[config.mk]
export PLATFORM = sky130hd
export DESIGN_NAME = pvp_div_step
export DESIGN_NICKNAME = d
export VERILOG_FILES = /design/src/rtl/pvp_pkg.sv /design/src/rtl/pvp_div_step.sv
export SDC_FILE = /design/constraint.sdc
export NUM_CORES = 1
export LEC_CHECK = 0
export ABC_CLOCK_PERIOD_IN_PS = 850
export BUFFER_PORTS_ARGS = -buffer_cell sky130_fd_sc_hd__buf_2
export CAP_MARGIN = 20
export CORE_AREA = 2 2 183 185
export CTS_CLUSTER_DIAMETER = 120
export DETAILED_ROUTE_END_ITERATION = 8
export DIE_AREA = 0 0 185 187
export PLACE_DENSITY = 0.71
export SYNTH_ARGS = -nofsm -noshare
export SYNTH_HDL_FRONTEND = slang
export SYNTH_SLANG_ARGS = --single-unit
[constraint.sdc]
create_clock -name clk_i -period 0.85 [get_ports clk_i]
set_input_delay 0.085 -clock clk_i [delete_from_list [all_inputs] [get_ports clk_i]]
set_output_delay 0.085 -clock clk_i [all_outputs]
set_load 0.03 [all_outputs]
[src/rtl/pvp_pkg.sv]
`timescale 1ns / 1ps

package pvp_pkg;

  localparam int FracBits = 16;
  localparam int DataW    = 32;
  localparam int SizeW    = 15;
  localparam int RegW     = 64;
  localparam int CfgIdxW  = 3;
  localparam int NumRows  = 3;
  localparam int ProdW    = 2 * DataW - FracBits;      // product after the fraction shift
  localparam int DotW     = ProdW + 2;                 // three products and a constant
  localparam int NumW     = DataW + SizeW;             // |c| * size
  localparam int DivW     = DataW + 1;                 // 2 * |w|
  localparam int HeadW    = NumW - DataW;              // dividend bits above the quotient window
  localparam int QuotW    = DataW + FracBits;          // quotient bits kept
  localparam int HugeExp  = 40 + FracBits;
  localparam int SumW     = HugeExp + 2;

  typedef enum logic [CfgIdxW-1:0] {
    RegXRowFirst  = 3'd0,
    RegXRowSecond = 3'd1,
    RegYRowFirst  = 3'd2,
    RegYRowSecond = 3'd3,
    RegWRowFirst  = 3'd4,
    RegWRowSecond = 3'd5,
    RegWidth      = 3'd6,
    RegHeight     = 3'd7
  } cfg_idx_e;

  // partial remainder and a shared dividend/quotient shift register
  typedef struct packed {
    logic [DivW-1:0]  rem;
    logic [QuotW-1:0] qn;
  } div_lane_t;

  typedef struct packed {
    logic                    valid;
    div_lane_t               lx;
    div_lane_t               ly;
    logic [DivW-1:0]         dvs;
    logic                    ovx;
    logic                    ovy;
    logic                    negx;
    logic                    negy;
    logic                    wzero;
    logic                    sat;
    logic signed [DataW-1:0] w;
  } div_item_t;

  function automatic div_lane_t div_step(div_lane_t l, logic [DivW-1:0] d);
    logic [DivW:0] t;
    logic [DivW:0] diff;
    logic          ge;
    div_lane_t     r;
    t      = {l.rem, l.qn[QuotW-1]};
    diff   = t - {1'b0, d};
    ge     = (t >= {1'b0, d});
    r.rem  = ge ? diff[DivW-1:0] : t[DivW-1:0];
    r.qn   = {l.qn[QuotW-2:0], ge};
    return r;
  endfunction

endpackage

[src/rtl/pvp_div_step.sv]
`timescale 1ns / 1ps

module pvp_div_step (
  input  logic                  clk_i,
  input  logic                  rst_ni,
  input  logic                  en_i,
  input  pvp_pkg::div_item_t    item_i,
  output pvp_pkg::div_item_t    item_o
);

  logic               valid_q;
  pvp_pkg::div_item_t item_q, item_d;

  always_comb begin
    item_d    = item_i;
    item_d.lx = pvp_pkg::div_step(item_i.lx, item_i.dvs);
    item_d.ly = pvp_pkg::div_step(item_i.ly, item_i.dvs);
  end

  always_ff @(posedge clk_i or negedge rst_ni) begin
    if (!rst_ni) begin
      valid_q <= 1'b0;
    end else if (en_i) begin
      valid_q <= item_i.valid;
    end
  end

  always_ff @(posedge clk_i) begin
    if (en_i) begin
      item_q <= item_d;
    end
  end

  always_comb begin
    item_o       = item_q;
    item_o.valid = valid_q;
  end

endmodule

# Word-level counts from Yosys, hierarchy flattened
# Cells that the tools add are included.
# totals
mem_count,0
input_bits,237
rom_bits,0
latch_bits,0
ramBits,0
register_bits,234
# classes
n_reduce_logical,0
n_eq_ne,0
n_lt_le_gt_ge,2
mul,0
n_addsub,2
shift,0
n_mux,2
div_mod_pow,0
bitwise_logic,0
# op_table
cell,n
greater-or-equal comparator 34 x 33 -> 1 bit,2
two-way mux 33 bit,2
subtractor 33 bit,2

# Longest topological paths before layout
# Gate-level depths: netlist of run 1.
# logic_depth
word_depth,2
ltp_mapped,15
mapped_depth_nobuf,13

# Least setup slack after synthesis of run 1
# OpenSTA, ideal clock, no wires.
# synth_timing
kind,input -> register
start,in item_i[118] (netlist name)
end,"reg item_q (netlist bit item_o[128]), data pin"
t_required_ps,590
setup_time_ps,260
t_arrival_ps,3124
cell_stages,15
slack_ps,-2534
cell_sequence,inv_1 ha_1 inv_1 fa_1 a21o_1 a221oi_2 o221ai_2 a2111o_1 a211oi_2 o31a_4 o21a_1 buf_6 inv_6 buf_6 mux2_4
# synth_rtl
element,line_no,source
"start, declared",pvp_div_step.sv:7,"input pvp_pkg::div_item_t item_i,"
"end signal, assigned",pvp_div_step.sv:30,item_q <= item_d;
"end, declared",pvp_div_step.sv:12,"pvp_pkg::div_item_t item_q, item_d;"

==> results of run 1 <==
-- state kept, by name (all words and copies together), names as in the netlist --
signal   count
item_o     233
valid_q      1
-- cell families (layout without fill, tap and decap cells) --
family,after synthesis,in the layout
AO/OA/AOI/OAI,223,223
XOR/XNOR,47,47
adder cells (fa/ha/maj),68,68
buffers and inverters,84,1109
flip-flops,234,234
multiplexers,51,51
other,0,12
AND/OR/NAND/NOR,179,179
-- how the worst min path moves through the flow --
stage                        endpoint  slack [ns]  cells past startpoint
final                     item_o[215]        0.02                      4
after global routing      item_o[174]        0.03                      2
after detailed placement      valid_q       -0.13                      1
after global placement        valid_q       -0.13                      1
after floorplan               valid_q       -0.21                      0
after CTS                 item_o[215]       0.004                      4
-- report_power, final --
| part | switching, mW | internal [mW] |
|---|---|---|
| sequential | 0.737 | 14.2 |
| clock | 4.99 | 6.47 |
| combinational | 6.69 | 6.59 |
-- worst register-to-register path, cell delays in order (launching register included) --
cell and delay (ns):
dfrtp_1 0.42, buf_6 0.13, mux2_4 0.27
-- routing by layer --
| metal | vias up | global-route usage |
|---|---|---|
| li1 | 5431 | - |
| met1 | 5773 | 0.333 |
| met2 | 541 | 0.511 |
| met3 | 158 | 0.0711 |
| met4 | 18 | 0.154 |
| met5 | - | 0 |
-- per-stage QoR --
stage	utilization	total power, mW	hold slack (ns)	cells	TNS [ns]
global route	0.670	40.9	0.0261	2361	-209.71
global placement	0.511	25.0	-0.132	2054	-164.98
CTS	0.663	39.3	0.00416	2350	-193.55
detailed placement	0.511	25.1	-0.132	2054	-169.66
finish	0.670	39.6	0.0211	2371	-196.20
floorplan	-	20.5	-0.211	886	-141.33
-- final cells by class --
type / count / area [um^2]
repair inverters: 2 / 41.3
clock inverters: 17 / 159
repair buffers: 999 / 8590
well taps: 448 / 561
fillers: 2343 / 10800
inverters: 60 / 275
multi-input cells: 568 / 4660
clock buffers: 31 / 691
diodes: 12 / 30.0
flip-flops and latches: 234 / 7020
-- layout by cell type (no fill, tap or decap), types with 7 or more instances in the layout --
cell	instances
buf_6	250
o21ai_0	30
diode_2	12
nand2_1	40
and3_1	10
edfxtp_1	233
mux2_4	36
xnor2_1	32
nor2_1	47
inv_1	52
a21o_1	37
xor2_1	15
o31ai_2	8
mux2_1	7
buf_4	271
ha_1	63
buf_2	232
dlygate4sd3_1	232
clkbuf_16	27
o21a_1	12
buf_12	9
a21oi_1	52
nand4_1	13
nor3_1	13
o211ai_1	10
nand3_1	17
-- what timing repair did --
item | in CTS | in global routing
endpoints found under the hold margin | 230 | 0
hold buffers | 232 | 0
pin swaps | 24 | 13
endpoints found under the setup margin | 302 | 303
gates resized for setup | 526 | 26
buffers inserted | 18 | 12
gates cloned | 2 | 0
==> impl_metrics.py, run 1 <==
metrics = {
    "run_status": {
        "status": "finished with violations",
        "violations": "negative setup slack",
    },
    "logic_synthesis": {
        "synth_compound_area_frac": 0.130,
        "synth_top_family_by_area": "compound AO/OA/AOI/OAI gates",
        "synth_top_area_cell": "edfxtp_1",
        "yosys.area_share.simple": 0.0758,
        "synth.net_count": 1191,
        "synth_edf_count": 233,
        "yosys_warnings": 0,
        "synth_xor_area_frac": 0.0352,
        "synth_area_leaders": "edfxtp_1 60%, ha_1 7.1%, a21oi_1 2.4%",
        "synth-seq-cells": 234,
        "synth_common_cells": "233 x edfxtp_1, 66 x ha_1, 58 x inv_1",
        "synthMuxAreaShare": 0.0550,
        "synthAdderAreaFrac": 0.0740,
        "syn_inst": 886,
        "seq_area_frac_synth": 0.600,
        "ys_types": 71,
        "synthFlopType": "edfxtp_1",
        "post-synth-top-count-cell": "edfxtp_1",
        "synth_top_area_frac": 0.598,
        "async_reset_ff_frac": 0.00427,
        "syn_area_per_cell_um2": 13.2,
        "synthesis.area_um2": 11700,
    },
    "power": {
        "p_per_area_nw_per_um2": 1800,
        "vdd_drop_max_uv": 1350,
        "power.leakage_nw": 9.93,
    },
    "placed_design": {
        "pre_cts_slack_ns": -2.61,
        "hpwl_mm": 37.0,
        "dpl-instance-area_um2": 16800,
        "port_buffers": 470,
        "globalplace.congestion": 0.907,
    },
    "setup_path": {
        "worst-path-buf-inv": 5,
        "timing.rr.end": "valid_q",
        "arrival_ns": 2.98,
        "worstReg2RegStart": "valid_q",
        "cp_num_cells": 15,
        "crit_required_ns": 1.14,
        "cp_top_family": "compound AO/OA/AOI/OAI gates",
        "cpPeakStageDelay_ns": 0.44,
        "start_kind": "input pin",
        "cp-startpoint": "item_i[118]",
        "worst-r2r-setup-slack_ns": -0.08,
        "crit_type": "input pin to flop",
        "crit_end": "item_o[121]",
        "cp-end-kind": "flop",
        "slowest_stage": "a2111o_1",
        "path_max_fanout": 27,
        "path_cells": "buf_8, inv_12, ha_4, inv_2, fa_2, a21o_1, a221oi_2, buf_4, o221ai_4, a2111o_1, a211oi_2, o31a_4, o21a_4, inv_12, mux2_1",
        "cpMostUsedCell": "inv_12",
        "reg2regPathDepth": 2,
    },
    "clock_tree": {
        "clk_pin_slew_worst_paths_ns": 0.06,
        "clk_latency_ns": 0.54,
        "cts_made_buffers": 27,
        "clock-sinks": 234,
        "ctsHtreeMaxLevel": 1,
        "clockBufferDepth": 3,
        "cts_root_buf": "clkbuf_16",
        "cts_tree": "yes",
    },
    "floorplanning": {
        "die_x_um": 185,
        "start_util": 0.356,
        "rows": 67,
        "die_area_um2": 34600,
        "pin_count": 471,
        "die_y_um": 187,
        "core-area_um2": 32900,
    },
    "finish": {
        "fin_nets": 2197,
        "final_cell_area_um2": 22000,
        "drive_above_1_share": 0.478,
        "area_growth_syn_to_layout_pct": 88.3,
    },
    "routing": {
        "vias_per_cell": 5.03,
        "vias": 11921,
        "antenna_left": 0,
        "drcViolationCount": 0,
        "avgRoutedWirePerCell_um": 22.4,
        "drt_pass1_iterations": 5,
        "drt-total-wl_mm": 53.1,
        "drtIter0Drc": 754,
        "met1_length_mm": 19.6,
        "met2_length_mm": 26.1,
        "top_layer": "met5",
        "wl_met3_mm": 4.08,
    },
    "sta": {
        "clock_skew_ns": 0,
        "max_clock_freq_mhz": 371,
        "worst_pin_slew_ns": 0.629,
        "finalHoldViolCount": 0,
        "min_period_ns": 2.69,
        "layout_setup_ws_ns": -1.84,
        "min_period_over_period": 3.17,
        "finalSetupViolCount": 303,
        "maxSlewViolCount": 0,
        "rsz0062_at_grt": "true",
        "relSlewSlack": 0.580,
    },
    "hold_path": {
        "hp-start": "item_i[214]",
        "hp-class": "input pin to flop",
    },
    "global_routing": {
        "antenna_found_initial": 18,
        "grt_pass1_wl_mm": 75.5,
        "grt_max_degree": 47,
        "grt_overflow": 0,
        "grt_pass1_vias": 12447,
        "globalRouteTotalUtil": 0.294,
    },
    "run": {
        "cap_violations": 0,
    },
}
Note: power is estimated with default switching activity, not from simulation.
==> run 2, diff against run 1 <==
--- a/config.mk
+++ b/config.mk
@@ -13,6 +13,7 @@
 export DETAILED_ROUTE_END_ITERATION = 8
 export DIE_AREA = 0 0 185 187
 export PLACE_DENSITY = 0.71
+export RECOVER_POWER = 50
 export SYNTH_ARGS = -nofsm -noshare
 export SYNTH_HDL_FRONTEND = slang
 export SYNTH_SLANG_ARGS = --single-unit
==> run 2 against run 1 <==
  * The run still ends with negative setup slack left
  * Core utilization fell by 0.24 points
  * Combinational power barely moved
  * Non-clock buffer count did not move
  * Routed wire length barely moved
  * Die area did not move
  * Via count fell by 0.29%
  * First-iteration DRC count rose by 10%
  * Highest routed layer unchanged
==> impl_metrics.py, run 2 (synthesis gave the netlist of run 1 again) <==
metrics = {
    "run_status": {
        "status": "finished with violations",
        "violations": "negative setup slack",
    },
    "finish": {
        "fin_nets": 2197,
        "layout_common_cells": "266 x buf_4, 253 x buf_6, 233 x edfxtp_1",
        "final_cell_area_um2": 21900,
        "layout_commonest_cell": "buf_4",
        "drive_above_1_share": 0.476,
        "largest_register_ffs": 233,
        "layout.cells.non_filler": 2373,
        "final_util": 0.668,
        "area_growth_syn_to_layout_pct": 87.6,
    },
    "setup_path": {
        "worst-r2r-setup-slack_ns": -0.09,
        "start_kind": "input pin",
        "crit_type": "input pin to flop",
        "crit_required_ns": 1.15,
        "worstReg2RegStart": "valid_q",
        "path_max_fanout": 27,
        "cp-end-kind": "flop",
        "reg2regPathDepth": 2,
        "arrival_ns": 2.99,
        "timing.rr.end": "valid_q",
    },
    "routing": {
        "drtIter0Drc": 831,
        "vias": 11886,
        "avgRoutedWirePerCell_um": 22.4,
        "drcViolationCount": 0,
        "antenna_left": 0,
        "drt-total-wl_mm": 53.1,
        "drt_pass1_iterations": 5,
        "vias_per_cell": 5.01,
    },
    "placed_design": {
        "dp.cells": 2054,
        "port_buffers": 470,
        "dpl-instance-area_um2": 16800,
        "pre_cts_slack_ns": -2.61,
        "hpwl_mm": 37.0,
        "globalplace.congestion": 0.907,
    },
    "clock_tree": {
        "clk_latency_ns": 0.54,
        "clockBufferDepth": 3,
        "clk_pin_slew_worst_paths_ns": 0.07,
        "clock-sinks": 234,
        "ctsHtreeMaxLevel": 1,
        "cts_root_buf": "clkbuf_16",
        "cts_tree": "yes",
        "cts_made_buffers": 27,
    },
    "floorplanning": {
        "die_area_um2": 34600,
        "die_x_um": 185,
        "die_y_um": 187,
        "pin_count": 471,
        "core-area_um2": 32900,
        "start_util": 0.356,
        "rows": 67,
    },
    "sta": {
        "finalSetupViolCount": 304,
        "clock_skew_ns": 0,
        "holdWs_ns": 0.0167,
        "tns_ns": -196.65,
        "min_period_over_period": 3.17,
        "layout_setup_ws_ns": -1.84,
        "maxSlewViolCount": 0,
        "worst_pin_slew_ns": 0.623,
        "rsz0062_at_grt": "true",
        "min_period_ns": 2.69,
        "finalHoldViolCount": 0,
        "max_clock_freq_mhz": 371,
        "relSlewSlack": 0.584,
    },
    "hold_path": {
        "holdPathStages": 4,
        "hp-start": "item_i[214]",
        "hp-class": "input pin to flop",
        "whs_endpoint": "item_o[215]",
    },
    "power": {
        "p_per_area_nw_per_um2": 1800,
        "power_mw": 39.6,
        "power.leakage_nw": 9.89,
        "vdd_drop_max_uv": 1350,
    },
    "run": {
        "cap_violations": 0,
    },
    "global_routing": {
        "globalRouteTotalUtil": 0.294,
        "grt_pass1_wl_mm": 75.5,
        "antenna_found_initial": 18,
        "grt_pass1_vias": 12447,
        "grt_overflow": 0,
        "grt_max_degree": 47,
    },
}
==> run 2: cell types whose count changed in the layout (fill, tap and decap cells not counted), sizes merged <==
cell / previous run / this run
clkbuf: 31 / 39
diode: 12 / 14
buf: 767 / 759
==> run 2: final cells by class <==
| cell class | count | area, um^2 |
|---|---|---|
| fill | 2350 | 10900 |
| timing repair buffer | 999 | 8500 |
| sequential | 234 | 7020 |
| multi-input combinational | 568 | 4660 |
| clock buffer | 31 | 691 |
| tap | 448 | 561 |
| inverter | 60 | 275 |
| clock inverter | 17 | 159 |
| timing repair inverter | 2 | 41.3 |
| antenna | 14 | 35.0 |
==> run 2: worst max path at each step <==
stage | end | from | slack, ns
after floorplan | item_o[128] | item_i[118] | -2.39
after global placement | item_o[127] | item_i[118] | -2.56
after detailed placement | item_o[123] | item_i[118] | -2.61
after CTS | item_o[123] | item_i[118] | -1.79
after global routing | item_o[121] | item_i[118] | -1.94
final | item_o[127] | item_i[118] | -1.84
==> run 2: metal layers <==
layer | routed length [um] | global-route usage
met1 | 19700 | 0.333
met2 | 26100 | 0.511
met3 | 4010 | 0.0711
met4 | 3220 | 0.154
met5 | 133 | 0
==> run 2: report_power, final <==
part	internal (mW)	switching [mW]	leakage [nW]
logic	6.54	6.68	7.19
registers	14.2	0.740	2.29
clock network	6.47	4.99	0.412
total	27.2	12.4	9.89
==> run 2: timing repair <==
action                     in CTS  in global routing
hold endpoints to repair      230                  0
resized for setup             526                 26
gates cloned                    2                  0
hold buffers                  232                  0
pin swaps                      24                 13
setup endpoints to repair     302                303
buffers inserted               18                 12
==> run 2: critical path: stages <==
cell and delay, ns:
buf_8 0.11, inv_12 0.04, ha_4 0.13, inv_2 0.03, fa_2 0.33, a21o_1 0.21, a221oi_2 0.22, buf_4 0.18
o221ai_4 0.11, a2111o_1 0.44, a211oi_2 0.30, o31a_4 0.17, o21a_4 0.18, inv_12 0.11, mux2_1 0.33
==> run 3, diff against run 2 <==
--- a/config.mk
+++ b/config.mk
@@ -9,6 +9,7 @@
 export BUFFER_PORTS_ARGS = -buffer_cell sky130_fd_sc_hd__buf_2
 export CAP_MARGIN = 20
 export CORE_AREA = 2 2 183 185
+export CTS_BUF_LIST = sky130_fd_sc_hd__clkbuf_4 sky130_fd_sc_hd__clkbuf_8 sky130_fd_sc_hd__clkbuf_16
 export CTS_CLUSTER_DIAMETER = 120
 export DETAILED_ROUTE_END_ITERATION = 8
 export DIE_AREA = 0 0 185 187
==> run 3 against run 2 <==
  * The run still ends with negative setup slack left
  * Register-to-register slack barely moved
  * Routed wire length fell by 0.12%
  * Core utilization barely moved
  * Clock-buffer cell count did not move
  * Critical endpoint unchanged
  * Highest routed layer unchanged
==> impl_metrics.py, run 3 (synthesis gave the netlist of run 1 again) <==
metrics = {
    "clock_tree": {
        "clock-sinks": 234,
        "ctsHtreeMaxLevel": 1,
        "cts_made_buffers": 27,
        "clk_latency_ns": 0.54,
        "clk_pin_slew_worst_paths_ns": 0.07,
        "cts_tree": "yes",
        "clockBufferDepth": 3,
        "cts_root_buf": "clkbuf_16",
    },
    "global_routing": {
        "grt_overflow": 0,
        "grt_pass1_vias": 12457,
        "grt_pass1_wl_mm": 75.6,
        "grt_max_degree": 47,
        "antenna_found_initial": 16,
        "globalRouteTotalUtil": 0.295,
    },
    "setup_path": {
        "crit_required_ns": 1.15,
        "start_kind": "input pin",
        "arrival_ns": 2.99,
        "crit_type": "input pin to flop",
        "cp-end-kind": "flop",
        "path_max_fanout": 27,
    },
    "power": {
        "power.share.sequential": 0.375,
        "power.leakage_nw": 9.91,
        "p_sw_frac": 0.312,
        "p_comb_frac": 0.333,
        "vdd_drop_max_uv": 1360,
        "power.switching_mw": 12.4,
        "p_clk_frac": 0.291,
        "p_per_area_nw_per_um2": 1810,
        "internal_power_mw": 27.3,
    },
    "placed_design": {
        "dpl-instance-area_um2": 16800,
        "hpwl_mm": 37.0,
        "globalplace.congestion": 0.907,
        "port_buffers": 470,
    },
    "finish": {
        "largest_register_ffs": 233,
        "area_growth_syn_to_layout_pct": 87.7,
        "fill_cells": 2340,
        "multi_input_area_um2": 4660,
        "drive_above_1_share": 0.478,
        "layout_common_cells": "265 x buf_4, 253 x buf_6, 233 x buf_2, 233 x edfxtp_1, 232 x dlygate4sd3_1",
        "fin_nets": 2197,
        "final_cell_area_um2": 22000,
        "layout_commonest_cell": "buf_4",
        "ff_latch_area_um2": 7020,
    },
    "sta": {
        "maxSlewViolCount": 0,
        "clock_skew_ns": 0,
        "worst_pin_slew_ns": 0.616,
        "layout_setup_ws_ns": -1.85,
        "min_period_over_period": 3.17,
        "relSlewSlack": 0.588,
        "finalHoldViolCount": 0,
        "min_period_ns": 2.70,
        "rsz0062_at_grt": "true",
        "finalSetupViolCount": 304,
        "holdWs_ns": 0.0145,
        "max_clock_freq_mhz": 371,
    },
    "floorplanning": {
        "pin_count": 471,
        "die_y_um": 187,
        "start_util": 0.356,
        "core-area_um2": 32900,
        "die_x_um": 185,
        "rows": 67,
        "die_area_um2": 34600,
    },
    "routing": {
        "vias": 11891,
        "antenna_left": 0,
        "drt_pass1_iterations": 5,
        "drtIter0Drc": 758,
        "drt-total-wl_mm": 53.1,
        "drcViolationCount": 0,
        "vias_per_cell": 5.02,
        "avgRoutedWirePerCell_um": 22.4,
    },
    "hold_path": {
        "hp-class": "input pin to flop",
    },
    "run_status": {
        "violations": "negative setup slack",
        "status": "finished with violations",
    },
    "run": {
        "cap_violations": 0,
    },
}
[run 3: cell count changes in the layout (fill, tap and decap cells not counted)]
cell,change
buf_2,+1
clkbuf_1,-5
clkbuf_4,+4
diode_2,-3
buf_4,-1
dlymetal6s2s_1,+1
[run 3: power by group through the flow]
stage	Clock (mW)	Sequential (mW)	Combinational [mW]
floorplan	0	17.1	3.42
global placement	0	14.8	10.2
detailed placement	0	14.8	10.3
CTS	11.7	14.9	12.9
global route	12.2	15.0	13.9
finish	11.6	14.9	13.2
[run 3: metrics by stage]
step | worst slack (ns) | power (mW) | std cells | util | setup TNS [ns]
after floorplan | -2.39 | 20.5 | 886 | - | -141.33
after CTS | -1.79 | 39.5 | 2350 | 0.663 | -193.55
final | -1.85 | 39.7 | 2370 | 0.668 | -196.21
after detailed placement | -2.61 | 25.1 | 2054 | 0.511 | -169.66
after global routing | -1.94 | 41.0 | 2361 | 0.668 | -209.70
after global placement | -2.56 | 25.0 | 2054 | 0.511 | -164.98
[run 3: layout make-up]
cell class,count,share of cell area
Antenna cell,11,0.00125
Clock buffer,31,0.0321
Clock inverter,17,0.00724
Inverter,60,0.0125
Multi-Input combinational cell,568,0.212
Sequential cell,234,0.320
Tap cell,448,0.0255
Timing Repair Buffer,999,0.388
Timing Repair inverter,2,0.00188
[run 3: routing by layer]
layer	track usage	vias to the layer above	wire length [um]
li1	-	5429	-
met5	0	-	101
met4	0.161	14	3290
met2	0.507	529	26000
met1	0.337	5761	19700
met3	0.0701	158	3980
[run 3: worst paths after layout]
check	start	slack, ns	endpoint	depth (start not counted)
max	item_i[118]	-1.85	item_o[127]	15
min	item_i[214]	0.01	item_o[215]	4
max reg2reg	valid_q	-0.08	valid_q	2
min reg2reg	valid_q	0.68	valid_q	2
max in group asynchronous	rst_ni	0.34	valid_q	3
min in group asynchronous	rst_ni	0.39	valid_q	3
[run 3: repair_timing]
item | CTS | global route
setup buffers | 18 | 12
cloned | 2 | 0
endpoints found under the hold margin | 230 | 0
setup endpoints to repair | 302 | 303
resized for setup | 526 | 26
pin swaps | 24 | 13
hold buffers | 232 | 0
[run 3: critical path: stages]
cell      delay [ns]
buf_8           0.11
inv_12          0.04
ha_4            0.13
inv_2           0.03
fa_2            0.33
a21o_1          0.21
a221oi_2        0.22
buf_4           0.18
o221ai_4        0.11
a2111o_1        0.44
a211oi_2        0.30
o31a_4          0.17
o21a_4          0.18
inv_12          0.11
mux2_1          0.33
